[config.mk]
export PLATFORM = sky130hd
export DESIGN_NAME = active_timestamp_watermark_core
export DESIGN_NICKNAME = d
export VERILOG_FILES = /design/src/rtl/atw_pkg.sv /design/src/rtl/active_timestamp_watermark_core.sv
export SDC_FILE = /design/constraint.sdc
export NUM_CORES = 2
export LEC_CHECK = 0
export ABC_AREA = 0
export BUFFER_PORTS_ARGS = -buffer_cell sky130_fd_sc_hd__buf_2
export CAP_MARGIN = 40
export CORE_MARGIN = 5
export CORE_UTILIZATION = 51
export DETAILED_ROUTE_END_ITERATION = 10
export GPL_TIMING_DRIVEN = 0
export PLACE_DENSITY = 0.69
export SLEW_MARGIN = 20
export SYNTH_ARGS = -nofsm -noshare
export SYNTH_HDL_FRONTEND = slang
export SYNTH_SLANG_ARGS = --single-unit
[constraint.sdc]
create_clock -name clock -period 10.6 [get_ports clock]
set_input_delay 1.59 -clock clock [delete_from_list [all_inputs] [get_ports clock]]
set_output_delay 1.59 -clock clock [all_outputs]
set_load 0.05 [all_outputs]
[src/rtl/atw_pkg.sv]
`timescale 1ns / 1ps
`default_nettype none
// ----------------------------------------------------------------------------
// atw_pkg: shared types and constants for the read timestamp watermark
// Table geometry, command and status codes, sequencer states and the
// request and response payload structs.
// ----------------------------------------------------------------------------
package atw_pkg;

   localparam int TABLE_DEPTH = 16;
   localparam int COUNT_WIDTH = 16;
   localparam int STAMP_WIDTH = 63;
   localparam int INDEX_WIDTH = (TABLE_DEPTH > 1) ? $clog2(TABLE_DEPTH) : 1;

   localparam logic [COUNT_WIDTH-1:0] COUNT_MAX = {COUNT_WIDTH{1'b1}};

   typedef enum logic [1:0] {
      CMD_ADD        = 2'd0,
      CMD_REMOVE     = 2'd1,
      CMD_SET_COMMIT = 2'd2
   } cmd_type;

   typedef enum logic [1:0] {
      STATUS_OK    = 2'd0,
      STATUS_BELOW = 2'd1,
      STATUS_FULL  = 2'd2,
      STATUS_SAT   = 2'd3
   } status_type;

   typedef enum logic [1:0] {
      ST_IDLE,
      ST_SCAN,
      ST_FINISH
   } state_type;

   typedef struct packed {
      cmd_type                cmd;
      logic [STAMP_WIDTH-1:0] stamp;
   } req_type;

   typedef struct packed {
      logic [STAMP_WIDTH-1:0] watermark;
      status_type             status;
      logic                   none_active;
   } rsp_type;

endpackage
`default_nettype wire

[src/rtl/active_timestamp_watermark_core.sv]
`timescale 1ns / 1ps
`default_nettype none
// ----------------------------------------------------------------------------
// active_timestamp_watermark_core: minimum active read timestamp tracker
// Keeps a table of active read timestamps with reference counts plus the
// latest commit timestamp, and answers every request with the watermark.
// ----------------------------------------------------------------------------
//
//   Channel   Direction   Handshake              Payload
//   req_*     in          req_valid / req_stall  atw_pkg::req_type (cmd, stamp)
//   rsp_*     out         rsp_valid / rsp_stall  atw_pkg::rsp_type
//
// Each request is accepted in ST_IDLE, then ST_SCAN walks the table entry by
// entry through the shared compare unit, and ST_FINISH commits the update
// and loads the response register.
// Reset clears the valid bits and counts at once, so no clearing pass is run.
// A held response stalls only the finish cycle; the next request may be
// accepted while the previous response still waits on rsp_stall.
//
module active_timestamp_watermark_core (
   input  wire logic             clock,
   input  wire logic             reset,
   input  wire logic             req_valid,
   output      logic             req_stall,
   input  wire atw_pkg::req_type req_data,
   output      logic             rsp_valid,
   input  wire logic             rsp_stall,
   output      atw_pkg::rsp_type rsp_data
);

   // Table storage. Stamps are written only on allocation and read only
   // behind a valid bit, so they carry no reset.
   logic [atw_pkg::STAMP_WIDTH-1:0] entry_stamp_ff [atw_pkg::TABLE_DEPTH];
   logic [atw_pkg::COUNT_WIDTH-1:0] entry_count_ff [atw_pkg::TABLE_DEPTH];
   logic [atw_pkg::TABLE_DEPTH-1:0] entry_valid_ff;

   logic [atw_pkg::STAMP_WIDTH-1:0] commit_stamp_ff, commit_stamp_in;
   logic [atw_pkg::STAMP_WIDTH-1:0] min_stamp_ff, min_stamp_in;

   // Request held for the duration of the scan.
   atw_pkg::state_type              state_ff, state_in;
   atw_pkg::cmd_type                cmd_ff, cmd_in;
   logic [atw_pkg::STAMP_WIDTH-1:0] stamp_ff, stamp_in;
   logic                            below_ff, below_in;

   // Scan results.
   logic [atw_pkg::INDEX_WIDTH-1:0] idx_ff, idx_in;
   logic                            found_ff, found_in;
   logic [atw_pkg::INDEX_WIDTH-1:0] match_idx_ff, match_idx_in;
   logic [atw_pkg::COUNT_WIDTH-1:0] match_cnt_ff, match_cnt_in;
   logic                            free_ff, free_in;
   logic [atw_pkg::INDEX_WIDTH-1:0] free_idx_ff, free_idx_in;
   logic                            any_ff, any_in;
   logic [atw_pkg::STAMP_WIDTH-1:0] run_min_ff, run_min_in;

   logic                            rsp_valid_ff, rsp_valid_in;
   atw_pkg::rsp_type                rsp_data_ff, rsp_data_in;

   // Shared compare unit. During the scan its A operand is the current
   // entry; in the finish cycle it is the request stamp, so the same
   // less-than decides whether a new allocation lowers the minimum.
   logic [atw_pkg::STAMP_WIDTH-1:0] cmp_a;
   logic                            cmp_lt;
   logic                            cmp_eq;

   // Table write strobes from the finish cycle.
   logic                            cnt_we;
   logic [atw_pkg::INDEX_WIDTH-1:0] cnt_idx;
   logic [atw_pkg::COUNT_WIDTH-1:0] cnt_val;
   logic                            valid_set;
   logic                            valid_clr;
   logic                            stamp_we;

   logic                            req_accept;
   logic                            rsp_free;
   logic                            cur_valid;
   logic [atw_pkg::COUNT_WIDTH-1:0] cur_count;
   logic                            hit;
   logic                            keep_entry;
   logic                            alloc;
   logic                            any_fin;
   logic [atw_pkg::STAMP_WIDTH-1:0] min_fin;

   assign req_stall  = (state_ff != atw_pkg::ST_IDLE);
   assign req_accept = req_valid && !req_stall;
   assign rsp_free   = !(rsp_valid_ff && rsp_stall);

   assign cur_valid = entry_valid_ff[idx_ff];
   assign cur_count = entry_count_ff[idx_ff];
   assign cmp_a     = (state_ff == atw_pkg::ST_FINISH) ? stamp_ff : entry_stamp_ff[idx_ff];
   assign cmp_lt    = (cmp_a < run_min_ff);
   assign cmp_eq    = (cmp_a == stamp_ff);

   always_comb begin
      state_in        = state_ff;
      cmd_in          = cmd_ff;
      stamp_in        = stamp_ff;
      below_in        = below_ff;
      idx_in          = idx_ff;
      found_in        = found_ff;
      match_idx_in    = match_idx_ff;
      match_cnt_in    = match_cnt_ff;
      free_in         = free_ff;
      free_idx_in     = free_idx_ff;
      any_in          = any_ff;
      run_min_in      = run_min_ff;
      commit_stamp_in = commit_stamp_ff;
      min_stamp_in    = min_stamp_ff;
      rsp_valid_in    = rsp_valid_ff && rsp_stall;
      rsp_data_in     = rsp_data_ff;
      cnt_we          = 1'b0;
      cnt_idx         = match_idx_ff;
      cnt_val         = match_cnt_ff;
      valid_set       = 1'b0;
      valid_clr       = 1'b0;
      stamp_we        = 1'b0;
      hit             = 1'b0;
      keep_entry      = 1'b0;
      alloc           = 1'b0;
      any_fin         = any_ff;
      min_fin         = run_min_ff;

      unique case (state_ff)
         atw_pkg::ST_IDLE: begin
            if (req_accept) begin
               cmd_in   = req_data.cmd;
               stamp_in = req_data.stamp;
               below_in = (req_data.stamp < commit_stamp_ff);
               idx_in   = '0;
               found_in = 1'b0;
               free_in  = 1'b0;
               any_in   = 1'b0;
               state_in = atw_pkg::ST_SCAN;
            end
         end

         atw_pkg::ST_SCAN: begin
            hit = cur_valid && cmp_eq;
            // An entry that this remove will free does not count toward
            // the new minimum. Valid stamps are unique, so only one can hit.
            keep_entry = cur_valid &&
                         !(cmd_ff == atw_pkg::CMD_REMOVE && hit && cur_count <= 1);
            if (hit && !found_ff) begin
               found_in     = 1'b1;
               match_idx_in = idx_ff;
               match_cnt_in = cur_count;
            end
            if (!cur_valid && !free_ff) begin
               free_in     = 1'b1;
               free_idx_in = idx_ff;
            end
            if (keep_entry && (!any_ff || cmp_lt)) begin
               any_in     = 1'b1;
               run_min_in = entry_stamp_ff[idx_ff];
            end
            if (idx_ff == atw_pkg::INDEX_WIDTH'(atw_pkg::TABLE_DEPTH - 1)) begin
               state_in = atw_pkg::ST_FINISH;
            end else begin
               idx_in = idx_ff + 1'b1;
            end
         end

         atw_pkg::ST_FINISH: begin
            if (rsp_free) begin
               rsp_data_in.status = atw_pkg::STATUS_OK;
               case (cmd_ff)
                  atw_pkg::CMD_ADD: begin
                     if (below_ff) begin
                        rsp_data_in.status = atw_pkg::STATUS_BELOW;
                     end else if (found_ff) begin
                        if (match_cnt_ff == atw_pkg::COUNT_MAX) begin
                           rsp_data_in.status = atw_pkg::STATUS_SAT;
                        end else begin
                           cnt_we  = 1'b1;
                           cnt_val = match_cnt_ff + 1'b1;
                        end
                     end else if (!free_ff) begin
                        rsp_data_in.status = atw_pkg::STATUS_FULL;
                     end else begin
                        alloc     = 1'b1;
                        cnt_we    = 1'b1;
                        cnt_idx   = free_idx_ff;
                        cnt_val   = atw_pkg::COUNT_WIDTH'(1);
                        valid_set = 1'b1;
                        stamp_we  = 1'b1;
                     end
                  end
                  atw_pkg::CMD_REMOVE: begin
                     if (found_ff) begin
                        cnt_we = 1'b1;
                        if (match_cnt_ff <= 1) begin
                           cnt_val   = '0;
                           valid_clr = 1'b1;
                        end else begin
                           cnt_val = match_cnt_ff - 1'b1;
                        end
                     end
                  end
                  atw_pkg::CMD_SET_COMMIT: begin
                     commit_stamp_in = stamp_ff;
                  end
                  default: begin
                     // Unused command code: no change.
                  end
               endcase

               // Fold a newly allocated stamp into the scanned minimum.
               any_fin = any_ff || alloc;
               if (alloc && (!any_ff || cmp_lt)) begin
                  min_fin = stamp_ff;
               end
               if (any_fin) begin
                  min_stamp_in = min_fin;
               end

               rsp_data_in.none_active = !any_fin;
               if (any_fin) begin
                  rsp_data_in.watermark = min_fin;
               end else begin
                  rsp_data_in.watermark = commit_stamp_in;
               end
               rsp_valid_in = 1'b1;
               state_in     = atw_pkg::ST_IDLE;
            end
         end

         default: begin
            state_in = atw_pkg::ST_IDLE;
         end
      endcase
   end

   always_ff @(posedge clock) begin
      if (reset) begin
         state_ff        <= atw_pkg::ST_IDLE;
         entry_valid_ff  <= '0;
         commit_stamp_ff <= '0;
         min_stamp_ff    <= '0;
         rsp_valid_ff    <= 1'b0;
         for (int i = 0; i < atw_pkg::TABLE_DEPTH; i++) begin
            entry_count_ff[i] <= '0;
         end
      end else begin
         state_ff        <= state_in;
         commit_stamp_ff <= commit_stamp_in;
         min_stamp_ff    <= min_stamp_in;
         rsp_valid_ff    <= rsp_valid_in;
         if (cnt_we) begin
            entry_count_ff[cnt_idx] <= cnt_val;
         end
         if (valid_set) begin
            entry_valid_ff[free_idx_ff] <= 1'b1;
         end
         if (valid_clr) begin
            entry_valid_ff[match_idx_ff] <= 1'b0;
         end
      end
   end

   // Payload and scan registers carry no reset.
   always_ff @(posedge clock) begin
      cmd_ff       <= cmd_in;
      stamp_ff     <= stamp_in;
      below_ff     <= below_in;
      idx_ff       <= idx_in;
      found_ff     <= found_in;
      match_idx_ff <= match_idx_in;
      match_cnt_ff <= match_cnt_in;
      free_ff      <= free_in;
      free_idx_ff  <= free_idx_in;
      any_ff       <= any_in;
      run_min_ff   <= run_min_in;
      rsp_data_ff  <= rsp_data_in;
      if (stamp_we) begin
         entry_stamp_ff[free_idx_ff] <= stamp_ff;
      end
   end

   assign rsp_valid = rsp_valid_ff;
   assign rsp_data  = rsp_data_ff;

endmodule
`default_nettype wire

Word level (Yosys, flattened, before mapping)
Memories as Yosys holds them, arrays and structs flattened. A register that Yosys moved wholly into a read port is not among the register bits.
Index checks and enable logic that the tools add are counted.
- register bits after elaboration: 308
- RAM bits: 1264
- input bits: 69
- output and inout port bits: 68
- logic and storage cells: 168
- memories: 2
- $add $sub $neg: 3
- $lt $le $gt $ge: 9
- eq/ne operators: 14
- multiplexer cells: 79
- bitwise gates (word level): 5
- reduce and logical (&&, ||, !) cells: 37
- memories (memory ; depth ; bits a word ; rd ports ; clocked after memory_dff ; write ports ; line ; source):
    entry_stamp_ff ; 16 ; 63 ; 1 ; 1 ; 1 ; active_timestamp_watermark_core.sv:33 ; logic [atw_pkg::STAMP_WIDTH-1:0] entry_stamp_ff [atw_pkg::TABLE_DEPTH];
    entry_count_ff ; 16 ; 16 ; 1 ; 1 ; 16 ; active_timestamp_watermark_core.sv:34 ; logic [atw_pkg::COUNT_WIDTH-1:0] entry_count_ff [atw_pkg::TABLE_DEPTH];
- operator list (operator ; number):
    63-bit two-way mux ; 4
    16-bit two-way mux ; 12
    63-bit less-than comparator ; 2
    63-bit equality test ; 1
    4-bit two-way mux ; 11
    1-bit two-way mux ; 36
    16-bit by 1-bit less-or-equal comparator with 1-bit output, second input constant ; 2
    16-bit case mux with 2 select lines ; 1
    16-bit by 1-bit adder with 16-bit output, second input constant ; 1
    16-bit AND ; 1
    16-bit equality test, second input constant ; 1
    16-bit inverter ; 1
    16-bit OR ; 1
    16-bit OR reduction ; 1
    16-bit by 1-bit subtractor with 16-bit output, second input constant ; 1
    4-bit by 5-bit less-than comparator with 1-bit output, second input constant ; 3
    3-bit AND reduction ; 5
    2-bit inequality test, second input constant ; 7
    1-bit logical AND ; 12
    2-bit two-way mux ; 6
    2-bit AND reduction ; 5
    1-bit demux with 4-bit select ; 2
    4-bit by 1-bit greater-or-equal comparator with 1-bit output, second input constant ; 2
    1-bit case mux with 2 select lines ; 4
    13 further kinds ; 25

Longest topological paths before layout
- depth in word-level cells: 12
- depth in mapped cells: 24
- mapped depth without buffers: 17

Worst setup path after synthesis
Ideal clock, no wire load.
- kind: input -> register
- start: input port rsp_stall
- end: memory entry_stamp_ff[0][0] in the netlist's numbering, enable pin
- library setup time: 0.564 ns
- arrival: 7.994 ns
- required time: 10.036 ns
- setup slack: 2.042 ns
- cell stages on the path: 6
- buffers on the path: 0
- cell sequence: nand2_1 > nand2_1 > clkinv_1 > nand2_1 > or3_1 > nor3_1
- longest elaborated chain between the ends: 5
- RTL lines (element ; line ; source):
    start: declaration ; active_timestamp_watermark_core.sv:27 ; input wire logic rsp_stall,
    1-bit logical AND ; active_timestamp_watermark_core.sv:86 ; assign rsp_free = !(rsp_valid_ff && rsp_stall);
    1-bit two-way mux ; active_timestamp_watermark_core.sv:164 ; if (rsp_free) begin
    1-bit two-way mux ; active_timestamp_watermark_core.sv:123 ; unique case (state_ff)
    1-bit two-way mux ; active_timestamp_watermark_core.sv:274 ; if (stamp_we) begin
    1-bit two-way mux (implied by the code) ; active_timestamp_watermark_core.sv:275 ; entry_stamp_ff[free_idx_ff] <= stamp_ff;
    end: declaration ; active_timestamp_watermark_core.sv:33 ;
Every way passes these cells.

==> impl_results.md <==
* Final hold vios at 0
* Cell row count at 135
* Initial DRC Count at 7087
* Final std cells w/o fill at 7014
* Crit share post-route at 0.935
* Top cells by area, synth: edfxtp_1 (64%), mux4_2 (9.1%), mux2i_1 (2.7%)
* Core box area at 135000 µm²
* R2R depth at 23
* CTS buffer count at 161
* Post-Syn Area at 69600 µm²
* Final min period at 9.91 ns
* Max clock buf depth at 3
* Setup TNS Final at 0 ns
* Layout Nets at 5293
* Largest net degree at the start of global routing at 74
* YS warnings at 0
* Root Driver: clkbuf_16
* Post-synth EDFFs at 1490
* Overall Power at 15.1 mW
* Mapped Cells at 4578
* Worst Skew at 0.0432 ns
* Compound-Gate Fraction of Synth Area at 0.0698
* XOR/XNOR Fraction of Synth Area at 0.00113
* Vias in the first global route at 44900
* Worst-path clk slew at 0.07 ns
* Peak fanout along the critical path at 10
* Leakage at 28.0 nW
* Final setup vio count at 0
* WP data arrival at 10.30 ns
* Max stage delay on crit path at 0.83 ns
* Crit path cell chain: buf_2 -> buf_2 -> buf_2 -> buf_1 -> buf_6 -> clkbuf_1 -> clkbuf_1 -> clkbuf_1 -> a31oi_1 -> nand2_1 -> o21ai_0 -> ha_1 -> nand2_1 -> or3_1 -> nor3_1 -> and3_1 -> and4_1 -> a221oi_1 -> a2bb2oi_1 -> o21ba_1 -> clkbuf_1 -> clkbuf_1 -> o221ai_1
* CP Buf/Inv Count at 10
* Post-synthesis sequential area ratio at 0.668
* Post-DP HPWL at 197000 µm
* Ys flop type: edfxtp_1
* Most frequent CP cell: clkbuf_1
* GPL Wtd Cong at 1.08
* DR vias/cell at 6.72
* Die area at 144000 µm²
* PostCTS Resize Cnt at 0
* Clk_lat worst skew at 0.84 ns
* Grt total ovfl at 0
* Largest family of logic cells by synthesized area: multiplexers
* Slowest CP cell: clkbuf_1
* DP Cell Count at 6695
* Design area at 81100 µm²
* Slew headroom at 0.326
* Nature of the critical path endpoint: flop
* Worst Hold Launch: commit_stamp_ff[12]
* Layout fillers at 10200
* CTS tree: built
* Post-Synth Simple-Gate Area at 0.0711
* Die W at 379 µm
* WP depth at 23
* Commonest non-fill, non-tap cell in the layout: edfxtp_1
* Ports at 137
* Tightest Pin Transition at 0.983 ns
* Worst R2R End: rsp_data[15]
* Reg-to-reg slack, setup at 0.69 ns
* Commonest non-fill, non-tap cells in the layout: edfxtp_1 (1490), nand2_1 (453), nor2_1 (400)
* Final antenna-violating net count at 0
* Adder-Cell Fraction of Synth Area at 0.0230
* Worst Path Required at 10.99 ns
* Fmax at 101 MHz
* Ratio of cells with drive above 1 in the final layout at 0.207
* Slew Limit Fails at 0
* Clock Sinks at 1576
* Placement Cell Area at 75800 µm²
* H-Tree Depth at 4
* Crit start category: flop
* Top cell family by delay on the critical path: buffers and inverters
* VDD IR max at 0.000162 V
* Synth cell types at 96
* Worst hold margin at 0.474 ns
* Run status: finished, final reports clean
* CTS Hold Bufs at 0
* DR WL/cell at 37.6 µm
* First-pass GRT wire length at 359000 µm
* Power density cells at 186 nW/µm²
* Syn_nets at 4775
* Initial Util at 0.514
* Max-cap violations at 0
* Hold Crit Class: flop to flop
* Critical path class: flop to flop
* Gr usage total at 0.366
* RSZ-0062 raised after global routing: no
* Post-synthesis mux area share at 0.136
* FF+latch count, synth at 1576
* Die Height at 379 µm
* Synth top area share at 0.643
* Post CTS Setup Buffer Count at 0
* Critical Path Sink: rsp_data[15]
* DR pass1 iterations at 8
* Avg Cell Area, Syn at 15.2 µm²
* Routed WL at 264000 µm
* DR DRC count at 0
* Initial antenna violation count at 17
* Area grow syn2layout at 16.6%
* Yosys top cell by area: edfxtp_1
* Async SR Flop Fraction at 0
* # port buffers at 135
* Via count at 47200
==> final cells by class <==
cell class	instances	area [µm²]	area share
Antenna cell	7	17.5	0.000216
Buffer	258	1380	0.0171
Clock buffer	198	4230	0.0521
Clock inverter	95	907	0.0112
Inverter	207	782	0.00964
Multi-Input combinational cell	2537	21100	0.261
Sequential cell	1576	46500	0.573
Tap cell	1781	2230	0.0275
Timing Repair Buffer	355	3990	0.0492
==> worst register-to-register path, cell delays in order (launching register included) <==
cell and delay [ns]:
dfxtp_1 0.44, buf_2 0.33, buf_2 0.40, buf_2 0.42
buf_1 0.19, buf_6 0.17, clkbuf_1 0.55, clkbuf_1 0.68
clkbuf_1 0.83, a31oi_1 0.56, nand2_1 0.20, o21ai_0 0.11
ha_1 0.32, nand2_1 0.07, or3_1 0.39, nor3_1 0.61
and3_1 0.27, and4_1 0.21, a221oi_1 0.11, a2bb2oi_1 0.70
o21ba_1 0.19, clkbuf_1 0.66, clkbuf_1 0.51, o221ai_1 0.55
==> power breakdown <==
part / switching (mW) / internal (mW) / total [mW]
Sequential: 0.0627 / 6.89 / 6.95
Combinational: 1.75 / 0.864 / 2.62
Clock: 2.49 / 3.06 / 5.56
==> kinds of logic (layout without fill, tap and decap cells) <==
| group | after synthesis | after routing |
|---|---|---|
| AO/OA/AOI/OAI | 708 | 708 |
| XOR/XNOR | 9 | 9 |
| adder cells (fa/ha/maj) | 128 | 128 |
| buffers and inverters | 465 | 1113 |
| flip-flops | 1576 | 1576 |
| multiplexers | 551 | 551 |
| other | 0 | 7 |
| AND/OR/NAND/NOR | 1141 | 1141 |
==> metrics by stage <==
step	util	setup WS [ns]
after global routing	0.599	0.915
after detailed placement	0.559	1.20
after CTS	0.597	1.17
after global placement	0.535	-4.69
after floorplan	-	2.04
final	0.599	0.688
==> how the worst min path moves through the flow <==
stage                     endpoint  slack (ns)  depth (start not counted)
4_1_cts        commit_stamp_ff[12]        0.47                          2
6_report       commit_stamp_ff[12]        0.47                          2
3_5_place_dp   commit_stamp_ff[12]        0.46                          2
3_3_place_gp   commit_stamp_ff[12]        0.46                          2
2_1_floorplan          state_ff[0]        0.44                          1
5_1_grt        commit_stamp_ff[34]        0.49                          2
==> cell usage after synthesis (53+ instances only) <==
| library cell | n |
|---|---|
| edfxtp_1 | 1490 |
| nand2_1 | 453 |
| nor2_1 | 416 |
| mux4_2 | 280 |
| inv_1 | 204 |
| mux2i_1 | 191 |
| a21oi_1 | 158 |
| clkbuf_1 | 130 |
| ha_1 | 128 |
| o21ai_0 | 112 |
| dfxtp_1 | 86 |
| o221ai_1 | 75 |
| a22oi_1 | 66 |
| a21o_1 | 57 |
| buf_2 | 56 |
| mux2_2 | 53 |
==> sequential cells by signal, indices dropped and copies added, names as in the netlist, named ones only <==
| register | count |
|---|---|
| commit_stamp_ff | 63 |
| state_ff | 2 |
| idx_ff | 4 |
| entry_valid_ff | 16 |
| below_ff | 1 |
| entry_count_ff | 256 |
| match_idx_ff | 4 |
| rsp_data | 66 |
| entry_stamp_ff | 1008 |
| free_idx_ff | 4 |
| rsp_valid | 1 |
| any_ff | 1 |
| cmd_ff | 2 |
| found_ff | 1 |
| run_min_ff | 63 |
| match_cnt_ff | 16 |
| stamp_ff | 63 |
| free_ff | 1 |
==> routing by layer <==
metal,track usage,vias up,routed length [µm]
li1,-,18900,-
met2,0.569,3635,120000
met1,0.466,23800,92000
met4,0.231,6,21300
met3,0.0876,841,30700
met5,0,-,51
Power figures use the tool's default switching activity.
